`src/design/pqfb_pkg.sv`:
```
`default_nettype none

package pqfb_pkg;

    localparam int NUM_QUEUES  = 1024;
    localparam int NUM_ENTRIES = 1024;

    localparam int QID_W  = $clog2(NUM_QUEUES);
    localparam int IDX_W  = $clog2(NUM_ENTRIES);
    localparam int CNT_W  = $clog2(NUM_ENTRIES + 1);
    localparam int PID_W  = 22;
    localparam int STAT_W = 2;

    localparam int S_DATA_W = 32;
    localparam int M_DATA_W = 40;
    localparam int M_PAD_W  = M_DATA_W - PID_W - CNT_W;

    localparam logic MODE_ENQ = 1'b0;
    localparam logic MODE_DEQ = 1'b1;

    typedef enum logic [STAT_W-1:0] {
        ST_OK    = 2'd0,
        ST_EMPTY = 2'd1,
        ST_FULL  = 2'd2
    } status_t;

    typedef enum logic [3:0] {
        S_CLEAR = 4'b0001,
        S_IDLE  = 4'b0010,
        S_LOOK  = 4'b0100,
        S_FETCH = 4'b1000
    } state_t;

    typedef struct packed {
        logic [CNT_W-1:0] cnt;
        logic [IDX_W-1:0] head;
        logic [IDX_W-1:0] tail;
    } qent_t;

    typedef struct packed {
        logic             alloc;
        logic             release_en;
        logic [IDX_W-1:0] rel_idx;
    } free_ctl_t;

    typedef struct packed {
        logic             full;
        logic [IDX_W-1:0] alloc_idx;
        logic [IDX_W-1:0] fhead;
    } free_stat_t;

endpackage

`default_nettype wire

```
`src/design/pqfb_free.sv`:
```
`default_nettype none

module pqfb_free (
    input  wire logic                          clk,
    input  wire logic                          rst_n,
    input  wire pqfb_pkg::free_ctl_t           ctl,
    input  wire logic [pqfb_pkg::IDX_W-1:0]    link,
    output pqfb_pkg::free_stat_t               stat
);

    logic [pqfb_pkg::CNT_W-1:0] fresh_reg, fresh_next;
    logic [pqfb_pkg::CNT_W-1:0] rec_reg, rec_next;
    logic [pqfb_pkg::IDX_W-1:0] fhead_reg, fhead_next;
    logic                       rec_avail;

    assign rec_avail      = (rec_reg != '0);
    assign stat.full      = !rec_avail
                            && (fresh_reg == pqfb_pkg::CNT_W'(pqfb_pkg::NUM_ENTRIES));
    assign stat.alloc_idx = rec_avail ? fhead_reg : fresh_reg[pqfb_pkg::IDX_W-1:0];
    assign stat.fhead     = fhead_reg;

    always_comb
    begin
        fresh_next = fresh_reg;
        rec_next   = rec_reg;
        fhead_next = fhead_reg;
        if (ctl.alloc)
        begin
            if (rec_avail)
            begin
                fhead_next = link;
                rec_next   = rec_reg - 1'b1;
            end
            else
            begin
                fresh_next = fresh_reg + 1'b1;
            end
        end
        else if (ctl.release_en)
        begin
            fhead_next = ctl.rel_idx;
            rec_next   = rec_reg + 1'b1;
        end
    end

    always_ff @(posedge clk or negedge rst_n)
    begin
        if (!rst_n)
        begin
            fresh_reg <= '0;
            rec_reg   <= '0;
            fhead_reg <= '0;
        end
        else
        begin
            fresh_reg <= fresh_next;
            rec_reg   <= rec_next;
            fhead_reg <= fhead_next;
        end
    end

endmodule

`default_nettype wire

```
`config.mk`:
```
export PLATFORM = sky130hd
export DESIGN_NAME = pqfb_free
export DESIGN_NICKNAME = d
export VERILOG_FILES = /design/src/design/pqfb_pkg.sv /design/src/design/pqfb_free.sv
export SDC_FILE = /design/constraint.sdc
export NUM_CORES = 1
export LEC_CHECK = 0
export ABC_CLOCK_PERIOD_IN_PS = 2800
export BUFFER_PORTS_ARGS = -buffer_cell sky130_fd_sc_hd__buf_2
export CAP_MARGIN = 30
export CELL_PAD_IN_SITES_DETAIL_PLACEMENT = 0
export CELL_PAD_IN_SITES_GLOBAL_PLACEMENT = 2
export CORE_AREA = 2 2 111 59
export DETAILED_ROUTE_END_ITERATION = 10
export DIE_AREA = 0 0 113 61
export GPL_ROUTABILITY_DRIVEN = 1
export PLACE_DENSITY_LB_ADDON = 0.08
export SETUP_SLACK_MARGIN = 0.15
export SLEW_MARGIN = 20
export SYNTH_ARGS = -nofsm -noshare
export SYNTH_HDL_FRONTEND = slang
export SYNTH_SLANG_ARGS = --single-unit
```
`constraint.sdc`:
```
create_clock -name clk -period 2.8 [get_ports clk]
set_input_delay 0.14 -clock clk [delete_from_list [all_inputs] [get_ports clk]]
set_output_delay 0.14 -clock clk [all_outputs]
set_load 0.05 [all_outputs]
```
==> impl_metrics.csv <==
group,metric,value,unit
drt,detailroute.via_count,1724,
floorplanning,floorplan.initialDensity,0.3424,
drt,drcViolationCount,3,
grt,first_global_vias,1604,
floorplanning,die_width,113,um
cts,clock_latency_at_the_later_pin_of_the_worst_skew_pair,0.28,ns
final_layout,fillCellCount,598,
run,cap_viol_max_count,0,
cts,cts_buf_count,5,
drt,drt-pass1-iter-count,7,
critical_path,critical-path-slowest-cell,"dfrtp_1",
critical_path,cp-start-kind,"flop",
placed_design,hpwl,4021,um
grt,globalRouteMet3Util,0.06993,
drt,drt.antenna.violating_nets,0,
critical_path,worst_path_most_repeated_cell,"nand2_1",
power,vdd_drop_max,233.6,uV
placed_design,placement.io_buffers,44,
placed_design,place_worst_setup_slack,0.6397,ns
critical_path,timing.critical_path.slowest_cell_delay,0.41,ns
sta,setup_slack,0.6284,ns
cts,max-clock-path-buffers,2,
logic_synthesis,synth.lib_cells_used.distinct,36,
logic_synthesis,async_reset_ff_frac,1.000,
grt,grt_util_met2,0.1959,
final_layout,antenna_cells_inserted,0,
critical_path,end_kind,"output pin",
critical_path,timing_worst_setup_path_type,"flop to output pin",
critical_path,required_time_at_the_worst_slack_endpoint,2.66,ns
critical_path,timing.critical_path.cells,"nor3_1 -> and3_1 -> buf_4 -> nand2_1 -> nand2_1 -> buf_2",
floorplanning,io-pin-count,45,
placed_design,placement.cell_area,2313,um^2
logic_synthesis,syn_nets,259,
logic_synthesis,syn_area_per_cell,9.067,um^2
sta,tightest_pin_transition,0.7422,ns
sta,max_freq,0.4605,GHz
critical_path,crit_arrival,2.03,ns
floorplanning,floorplan.die.height,61,um
critical_path,largest_fanout_of_any_net_on_the_critical_path,8,
worst_hold_path,worstHoldPathType,"primary input to flop",
sta,timing.max_slew.rel_slack,0.5052,
critical_path,timing.critical_path.depth,6,
logic_synthesis,synth-seq-area-share,0.3960,
sta,report.final.hold_viol_count,0,
floorplanning,floorplan.rows,20,
sta,grt_setup_unrepaired,"false",
critical_path,path_buf_inv,2,
placed_design,place.gp.congestion,0.8349,
grt,grt.overflow.total,0,
cts,cts_tree,"yes",
sta,maxSlewViolCount,0,
final_layout,areaGrowthSynthToFinish,22.15,%
sta,setup_tns,0,ns
sta,post-route-min-period,2.172,ns
drt,initialDrtViolationCount,82,
grt,grt_max_degree,33,
drt,drt-wirelength-per-cell,15.30,um
placed_design,numPlacedInstances,340,
run_status,violated_checks,"design-rule violations",
grt,wire_length_of_the_first_global_routing_pass,8569,um
final_layout,layout.cells.non_filler,349,
logic_synthesis,yosys_most_used_dff,"dfrtp_1",
grt,track_usage,0.1683,
cts,cts.reportedPaths.clkPinSlew,0.05,ns
sta,worst_clock_skew,0.004280,ns
sta,setup_violations,0,
floorplanning,design.die.area,6893,um^2
critical_path,critical_path.top_delay_family,"simple AND/OR/NAND/NOR gates",
logic_synthesis,synth_seq_cells,32,
cts,clock_sink_count,32,
final_layout,post_layout_net_count,307,
run_status,status,"complete, but fails checks",
grt,global_route.peak_usage_layer,"met1",
logic_synthesis,number_of_flops_mapped_to_enable_cells_by_yosys,0,
cts,cts.htree.levels,2,
drt,post_drt_via_cell_ratio,4.940,
drt,wirelength,5338,um
final_layout,post-route-cell-area,2470,um^2
sta,fin_crit_sh,0.7756,
logic_synthesis,syn_inst,223,
grt,met1_track_usage_gr,0.2654,
logic_synthesis,ys_warn_count,0,
cts,cts_root_buffer,"clkbuf_16",
final_layout,multi_input_comb_area,1144,um^2
worst_hold_path,worst_hold_path.num_cells,3,
logic_synthesis,syn-cell-area,2022,um^2
power,power.static_leakage,0.001176,uW
final_layout,layout-drive-gt1-share,0.2169,
grt,grt_antenna_before_repair,0,
power,power,2189,uW
final_layout,ff_latch_area,800.8,um^2
power,power.density,886.5,nW/um^2
floorplanning,core-area,5906,um^2
critical_path,rr_worst_depth,7,
-- cell type report --
class	count	share of cell area
Sequential cell	32	0.3242
Multi-Input combinational cell	177	0.4630
Timing Repair Buffer	49	0.1054
Inverter	6	0.009119
Tap cell	77	0.03901
Clock buffer	8	0.05927
-- synthesized netlist by cell type, types with 2 or more instances --
library cell | count | area (um^2)
nor2b_1 | 2 | 12.51
nand4_1 | 5 | 31.28
and3_1 | 3 | 18.77
nor2_1 | 9 | 33.78
nand3_1 | 7 | 35.03
nor4_1 | 2 | 12.51
nor3_1 | 4 | 20.02
ha_1 | 11 | 137.6
inv_1 | 6 | 22.52
nand2_1 | 55 | 206.5
nor4_4 | 3 | 63.81
o21ai_1 | 15 | 75.07
o211ai_1 | 2 | 15.01
xnor2_1 | 11 | 96.34
a211o_1 | 3 | 26.28
dfrtp_1 | 32 | 800.8
xor2_1 | 5 | 43.79
mux2i_1 | 11 | 110.1
buf_4 | 2 | 15.01
a21o_1 | 3 | 22.52
o21ai_0 | 8 | 40.04
a21oi_1 | 7 | 35.03
buf_6 | 2 | 22.52
buf_2 | 2 | 10.01
clkbuf_1 | 2 | 7.510
-- metal layers --
layer  vias to the layer above  part of all wire
li1                        875                 -
met1                       776              0.56
met2                        68              0.34
met3                         5             0.098
met4                         0            0.0082
met5                         -                 0
-- tightest hold or removal path: stages --
cell and delay (ns):
buf_2 0.07, mux2i_1 0.05, o21ai_1 0.11
-- final timing paths --
path	startpoint	end	slack, ns
max	rec_reg[7]	stat[17]	0.63
min	ctl[0]	fhead_reg[0]	0.14
max reg2reg	rec_reg[0]	rec_reg[10]	0.74
min reg2reg	fresh_reg[10]	fresh_reg[10]	0.48
max in group asynchronous	rst_n	rec_reg[5]	1.86
min in group asynchronous	rst_n	rec_reg[9]	0.47
-- cell usage in the layout (no fill, tap or decap), drive strengths merged --
cell type,count
a211o,3
a211oi,1
a21o,3
a21oi,7
a22oi,1
a31o,1
and2,1
and3,3
and4,1
buf,48
clkbuf,8
dfrtp,32
dlygate4sd3,1
fa,1
ha,11
inv,6
mux2i,11
nand2,55
nand2b,1
nand3,8
nand4,5
nor2,9
nor2b,2
nor3,4
nor3b,1
nor4,5
o2111ai,1
o211ai,2
o21ai,23
or3b,1
xnor2,11
xor2,5
-- cells by family after synthesis --
| kind of cell | Yosys count | synth area share |
|---|---|---|
| compound gates | 42 | 0.1219 |
| xor+xnor | 16 | 0.06930 |
| fa+ha+maj | 12 | 0.07797 |
| buf+inv | 14 | 0.03836 |
| flops | 32 | 0.3960 |
| mux | 11 | 0.05446 |
| simple gates | 96 | 0.2420 |
-- metrics by stage --
step / hold slack, ns / util
2_1_floorplan: -0.1556 / -
3_3_place_gp: 0.2574 / 0.3917
3_5_place_dp: 0.2516 / 0.3917
4_1_cts: 0.1363 / 0.4182
5_1_grt: 0.1505 / 0.4182
6_report: 0.1384 / 0.4182
-- report_power, final --
part / leakage, uW / internal, uW / switching, uW
Clock: 0.0000712 / 354 / 193
Sequential: 0.000395 / 578 / 140
Combinational: 0.000710 / 353 / 572
-- repair_timing --
action	4_1_cts	5_1_grt
resized for setup	0	0
endpoints found under the setup margin	0	0
hold buffers	1	0
buffers inserted	0	0
hold endpoints to repair	32	0
(Power assumes the default switching activity.)
