--- config.mk ---
export PLATFORM = sky130hd
export DESIGN_NAME = pqfb_ram
export DESIGN_NICKNAME = d
export VERILOG_FILES = /design/src/design/pqfb_ram.sv
export SDC_FILE = /design/constraint.sdc
export NUM_CORES = 1
export LEC_CHECK = 0
export BUFFER_PORTS_ARGS = -buffer_cell sky130_fd_sc_hd__buf_2
export CAP_MARGIN = 0
export CORE_UTILIZATION = 40
export CTS_BUF_LIST = sky130_fd_sc_hd__clkbuf_4
export CTS_CLUSTER_DIAMETER = 120
export DETAILED_ROUTE_END_ITERATION = 10
export SLEW_MARGIN = 20
export SYNTH_ARGS = -nofsm -noshare
export SYNTH_HDL_FRONTEND = slang
export SYNTH_SLANG_ARGS = --single-unit
--- constraint.sdc ---
create_clock -name clk -period 4.65 [get_ports clk]
set_input_delay 1.395 -clock clk [delete_from_list [all_inputs] [get_ports clk]]
set_output_delay 1.395 -clock clk [all_outputs]
set_load 0.1 [all_outputs]
--- src/design/pqfb_ram.sv ---
`default_nettype none

module pqfb_ram #(
    parameter int WIDTH = 8,
    parameter int DEPTH = 16,
    localparam int AW = $clog2(DEPTH)
) (
    input  wire logic             clk,
    input  wire logic             we,
    input  wire logic [AW-1:0]    waddr,
    input  wire logic [WIDTH-1:0] wdata,
    input  wire logic             re,
    input  wire logic [AW-1:0]    raddr,
    output logic      [WIDTH-1:0] rdata
);

    logic [WIDTH-1:0] mem [DEPTH];

    always_ff @(posedge clk)
    begin
        if (we)
        begin
            mem[waddr] <= wdata;
        end
        if (re)
        begin
            rdata <= mem[raddr];
        end
    end

endmodule

`default_nettype wire

==> results of run 1 <==
-- synth_stat cells (all sizes together), types with 2 or more instances --
cell and instances:
buf 7, nand2 9, clkdlybuf4s25 3, edfxtp 136, mux4 32, nor2 13, nor3 4, nand3b 2
nand2b 2, a22oi 16
-- flip-flops by register name, summed over array words and instances (netlist names) --
| signal | flops |
|---|---|
| rdata | 8 |
| mem | 128 |
-- power by group through the flow --
stage | Clock [uW] | Sequential [uW] | Combinational (uW)
2_1_floorplan | 0 | 1460 | 69.7
3_3_place_gp | 0 | 1410 | 162
3_5_place_dp | 0 | 1420 | 166
4_1_cts | 921 | 1390 | 166
5_1_grt | 976 | 1390 | 174
6_report | 903 | 1390 | 163
-- metal layers --
metal | wire (um) | vias up
met5 | 0 | -
met2 | 5060 | 85
met3 | 665 | 11
met4 | 155 | 0
met1 | 4340 | 1256
li1 | - | 1060
-- cell families after synthesis --
family | after synthesis | share of synthesized area (%)
AOI/OAI and AO/OA | 16 | 2.30
buffers and inverters | 10 | 1.65
DFF | 136 | 78.1
muxes | 32 | 14.8
and+or+nand+nor | 35 | 3.14
-- worst max path at each step --
stage	depth (start not counted)	to	start	slack, ps
finish	5	rdata[2]	raddr[0]	1840
global route	5	rdata[2]	raddr[0]	1770
CTS	5	rdata[2]	raddr[0]	1820
detailed placement	5	rdata[2]	raddr[0]	1250
global placement	5	rdata[0]	raddr[0]	1300
floorplan	2	mem[0][0]	waddr[2]	1760
-- placed cells by master, fill, tap and decap left out, drive strengths merged --
cell type,instances
clkinvlp,1
clkinv,7
a22oi,16
edfxtp,136
nor2b,1
and2,1
mux4,32
nand3,1
or3b,1
nand2,9
nor2,13
and2b,1
nand2b,2
nand3b,2
diode,1
bufinv,5
clkbuf,19
buf,28
nor3,4
-- worst min-delay path, cell delays in order (launching register included) --
cell                       delay, ps
sky130_fd_sc_hd__edfxtp_1        330
sky130_fd_sc_hd__mux4_2          220
sky130_fd_sc_hd__a22oi_1          60
sky130_fd_sc_hd__nand2_1          60
-- layout make-up --
class	instances	share of cell area, %
Antenna cell	1	0.0426
Clock buffer	19	2.43
Clock inverter	13	3.45
Multi-Input combinational cell	83	18.2
Sequential cell	136	69.5
Tap cell	172	3.66
Timing Repair Buffer	28	2.68
-- through the flow --
step / setup WS, ps / std cells / instance area (um^2) / hold slack (ps) / util (%)
after floorplan: 1760 / 229 / 5230 / 705 / -
after global placement: 1300 / 419 / 5530 / 732 / 43.6
after detailed placement: 1250 / 419 / 5530 / 746 / 43.6
after CTS: 1820 / 451 / 5870 / 755 / 46.4
after global routing: 1770 / 452 / 5880 / 787 / 46.4
final: 1840 / 452 / 5880 / 749 / 46.4
==> flow_metrics.py, run 1 <==
metrics = {
    "cts": {
        "clock_tree_from_tritoncts": "yes",
        "cts_inserted_buffers": 17,
        "htree_num_levels": 4,
        "cts_hold_buf": 0,
        "ctsLongestPathBuffers": 2,
        "cts-resized-gates": 0,
        "cts.repair_timing.setup_buffer_count": 0,
        "ctsRootBufferMaster": "sky130_fd_sc_hd__clkbuf_4",
        "clock_sinks": 136,
        "clk_pin_slew_worst_paths_ps": 120,
        "source_to_sink_clock_delay_at_the_later_pin_of_the_worst_skew_pair_ps": 520,
    },
    "drt": {
        "routed_via_density": 5.34,
        "remaining_drc_errors": 0,
        "totalWireLength_mm": 10.2,
        "vias": 2412,
        "wl_per_cell_um": 22.6,
        "antenna_violating_nets_post_route": 0,
        "drtPass1Iterations": 5,
        "drt_iter0_drc": 145,
    },
    "grt": {
        "grt_pass1_wl_mm": 15.6,
        "grt_antenna_before_repair": 1,
        "via_count_of_the_first_global_routing_pass": 2590,
        "globalRoute.busiestLayer": "met2",
        "grt_util_all_layers_pct": 17.1,
        "overflow_left_after_global_routing": 0,
        "grt_start_max_net_pins": 33,
        "groute.layer.met1.usage_pct": 22.1,
        "grt_use_met2_pct": 27.3,
        "grt_util_met3_pct": 4.93,
    },
    "yosys": {
        "yosysTopAreaCellShare_pct": 78.1,
        "asyncSetResetFlopFracSynth_pct": 0,
        "synth-edff-count": 136,
        "number_of_warning_messages_in_the_yosys_log": 0,
        "synth_area_leader_cell": "sky130_fd_sc_hd__edfxtp_1",
        "synth.yosys.seq_area_share_pct": 78.1,
        "syn_inst": 229,
        "post_synth.cell_area_avg_um2": 22.8,
        "yosys_register_bits": 136,
        "synth_ff_type": "sky130_fd_sc_hd__edfxtp_1",
        "yosys-top-cells-area": "sky130_fd_sc_hd__edfxtp_1, sky130_fd_sc_hd__mux4_2, sky130_fd_sc_hd__mux4_1",
        "synthesis.nets": 248,
        "synthesis.area_mm2": 0.00523,
        "yosysUniqueCellTypes": 18,
    },
    "setup_path": {
        "worst-r2r-cell-count": 3,
        "path_buf_inv": 2,
        "cell_family_with_the_largest_share_of_critical_path_delay": "buffers and inverters",
        "crit_type": "input port to register",
        "critical_path.reg2reg.endpoint": "rdata[6]",
        "timing.critical_path.required_ps": 4920,
        "crit_path_max_incr_delay_ps": 580,
        "category_of_the_worst_setup_path_capture_point": "register",
        "path_cells": "buf_2, buf_12, mux4_1, a22oi_1, nand2_1",
        "rrSetupSlack_ps": 3110,
        "rr_startpoint": "mem[8][6]",
        "critPathLaunchType": "input port",
        "timing.critical_path.arrival_ps": 3070,
        "max_fanout_on_critical_path": 20,
        "critical_path.slowest_cell": "sky130_fd_sc_hd__mux4_1",
    },
    "timing": {
        "timing.fmax_mhz": 356,
        "finalSetupViolations": 0,
        "tightest_slew_ps": 1050,
        "setup-tns-final_ps": 0,
        "fin_skew_ps": 19.8,
        "timing_hold_violations_final": 0,
        "max-slew-margin-rel_pct": 30.0,
        "fin_crit_sh_pct": 60.3,
        "grt_setup_unrepaired": "no",
        "report.final.slew_viol_count": 0,
        "post-route-min-period_ps": 2810,
    },
    "floorplan": {
        "die-area_mm2": 0.0135,
        "io_pins": 27,
        "core-area_mm2": 0.0127,
        "starting_density_of_the_core_pct": 41.3,
        "die-height_um": 116,
        "placement_rows": 41,
        "die_w_um": 116,
    },
    "final_layout": {
        "layout_area_overhead_pct": 12.4,
        "num-nets-final": 285,
        "multi_input_gate_area_in_the_final_layout_mm2": 0.00107,
        "drive_gt1_share_pct": 29.0,
        "regArea_mm2": 0.00408,
        "layout.filler_cells": 1082,
    },
    "placement": {
        "port-buffer-count": 26,
        "routabilityCongestion": 0.702,
        "detailedPlacementHpwl_mm": 6.54,
    },
    "power_and_ir_drop": {
        "total_power_uw": 2450,
        "internal_power_uw": 1920,
        "switchingPower_uw": 534,
        "power.clock.fraction_pct": 36.8,
        "peakVddDrop_mv": 0.142,
        "cellPowerDensity_mw_per_mm2": 417,
        "share_comb_of_total_power_pct": 6.6,
        "power_frac_seq_pct": 56.5,
        "switching_share_pct": 21.7,
        "cellLeakagePower_uw": 0.00191,
    },
    "worst_hold_path": {
        "worstHoldPathType": "register to register",
        "whs_path_depth": 3,
        "hold-path-endpoint": "rdata[7]",
        "hp-start": "mem[14][7]",
    },
    "flow_run": {
        "timing.max_cap.violations": 0,
    },
    "status": {
        "status": "finished clean",
    },
}
Power figures use the tool's default switching activity.
==> run 2, diff against run 1 <==
==> constraint.sdc (replaced) <==
create_clock -name clk -period 2.52 [get_ports clk]
set_input_delay 0.756 -clock clk [delete_from_list [all_inputs] [get_ports clk]]
set_output_delay 0.756 -clock clk [all_outputs]
set_load 0.1 [all_outputs]
==> flow_metrics.py, run 2 (synthesized netlist as in run 1, its figures left out) <==
metrics = {
    "setup_path": {
        "critPathLaunchType": "register",
        "worst-r2r-cell-count": 3,
        "cp.depth": 1,
        "category_of_the_worst_setup_path_capture_point": "output pin",
        "timing.critical_path.required_ps": 1760,
        "crit_path_max_incr_delay_ps": 450,
        "path_cells": "buf_2",
        "timing.critical_path.arrival_ps": 1370,
        "crit_type": "register to output pin",
        "path_buf_inv": 1,
        "critical_path.slowest_cell": "sky130_fd_sc_hd__buf_2",
        "max_fanout_on_critical_path": 1,
        "cell_family_with_the_largest_share_of_critical_path_delay": "buffers and inverters",
    },
    "drt": {
        "drt_iter0_drc": 202,
        "drtPass1Iterations": 4,
        "antenna_violating_nets_post_route": 0,
        "routed_via_density": 5.18,
        "wl_per_cell_um": 21.2,
        "totalWireLength_mm": 10.1,
        "remaining_drc_errors": 0,
        "vias": 2455,
    },
    "power_and_ir_drop": {
        "cellLeakagePower_uw": 0.00203,
        "cellPowerDensity_mw_per_mm2": 762,
        "peakVddDrop_mv": 0.327,
    },
    "placement": {
        "pre_cts_ws_ps": 173,
        "dp.cells": 441,
        "port-buffer-count": 26,
        "routabilityCongestion": 0.702,
        "detailedPlacementHpwl_mm": 6.37,
    },
    "grt": {
        "grt_util_all_layers_pct": 16.8,
        "overflow_left_after_global_routing": 0,
        "grt_pass1_wl_mm": 15.3,
        "via_count_of_the_first_global_routing_pass": 2539,
        "grt_antenna_before_repair": 1,
        "grt_start_max_net_pins": 33,
    },
    "final_layout": {
        "highest_count_cells_in_the_layout_ignoring_fill_and_taps": "sky130_fd_sc_hd__edfxtp_1, sky130_fd_sc_hd__buf_2, sky130_fd_sc_hd__buf_4",
        "layout_area_overhead_pct": 16.1,
        "num-nets-final": 307,
        "largest_reg_flops": 128,
        "drive_gt1_share_pct": 32.9,
        "layout.cells.most_common": "sky130_fd_sc_hd__edfxtp_1",
        "instances_no_fill": 474,
        "largest-register": "mem",
        "layout_top_registers": "mem x128, rdata x8",
    },
    "timing": {
        "timing.fmax_mhz": 471,
        "finalSetupViolations": 0,
        "max-slew-margin-rel_pct": 66.1,
        "report.final.slew_viol_count": 0,
        "fin_skew_ps": 18.4,
        "tightest_slew_ps": 512,
        "timing_hold_violations_final": 0,
        "grt_setup_unrepaired": "no",
        "setup-tns-final_ps": 0,
        "post-route-min-period_ps": 2120,
        "final_critical_path_setup_slack_ps": 395,
        "fin_crit_sh_pct": 84.3,
    },
    "flow_run": {
        "timing.max_cap.violations": 0,
    },
    "cts": {
        "ctsLongestPathBuffers": 2,
        "source_to_sink_clock_delay_at_the_later_pin_of_the_worst_skew_pair_ps": 520,
        "cts.repair_timing.setup_buffer_count": 0,
        "clock_sinks": 136,
        "cts-resized-gates": 0,
        "cts_inserted_buffers": 17,
        "clock_tree_from_tritoncts": "yes",
        "htree_num_levels": 4,
        "cts_hold_buf": 0,
        "clk_pin_slew_worst_paths_ps": 120,
        "ctsRootBufferMaster": "sky130_fd_sc_hd__clkbuf_4",
    },
    "worst_hold_path": {
        "worstHoldPathType": "input port to register",
        "whs_path_depth": 1,
    },
    "floorplan": {
        "io_pins": 27,
        "die-height_um": 116,
        "starting_density_of_the_core_pct": 41.3,
        "die-area_mm2": 0.0135,
        "die_w_um": 116,
        "core-area_mm2": 0.0127,
        "placement_rows": 41,
    },
    "status": {
        "status": "finished clean",
    },
}
==> run 2: power by group <==
group / total (uW) / internal, uW / switching (uW) / leakage [uW]
Combinational: 317 / 107 / 210 / 0.000612
Sequential: 2560 / 2540 / 13.9 / 0.00124
Clock: 1750 / 989 / 760 / 0.000183
==> run 2: stage by stage <==
step           power (uW)  cell area, um^2  util, %  hold slack [ps]
3_5_place_dp         2930             5700     45.0              735
3_3_place_gp         2930             5700     45.0              730
5_1_grt              4780             6070     47.9              548
2_1_floorplan        2810             5230        -              705
4_1_cts              4670             6070     47.9              545
6_report             4620             6070     47.9              595
==> run 2: worst paths after layout <==
path               from        to  slack (ps)
max            rdata[2]  rdata[2]         400
min                  re  rdata[3]         600
max reg2reg   mem[3][6]  rdata[6]        1000
min reg2reg  mem[14][3]  rdata[3]         750
==> run 2: area by class of cell <==
class                           instances  area [um^2]
Timing Repair Buffer                   50          348
Multi-Input combinational cell         83         1060
Clock inverter                         14          229
Clock buffer                           18          135
Sequential cell                       136         4080
Tap cell                              172          215
Antenna cell                            1         2.50
Fill cell                            1051         6600
==> run 2: metal layers <==
layer  routed length (um)  vias to the layer above  global-route usage, %
met5                    0                        -                      0
met4                   82                        0                   6.75
met3                  561                        6                   4.67
met2                 4800                       73                   25.2
met1                 4600                     1280                   23.5
li1                     -                     1096                      -
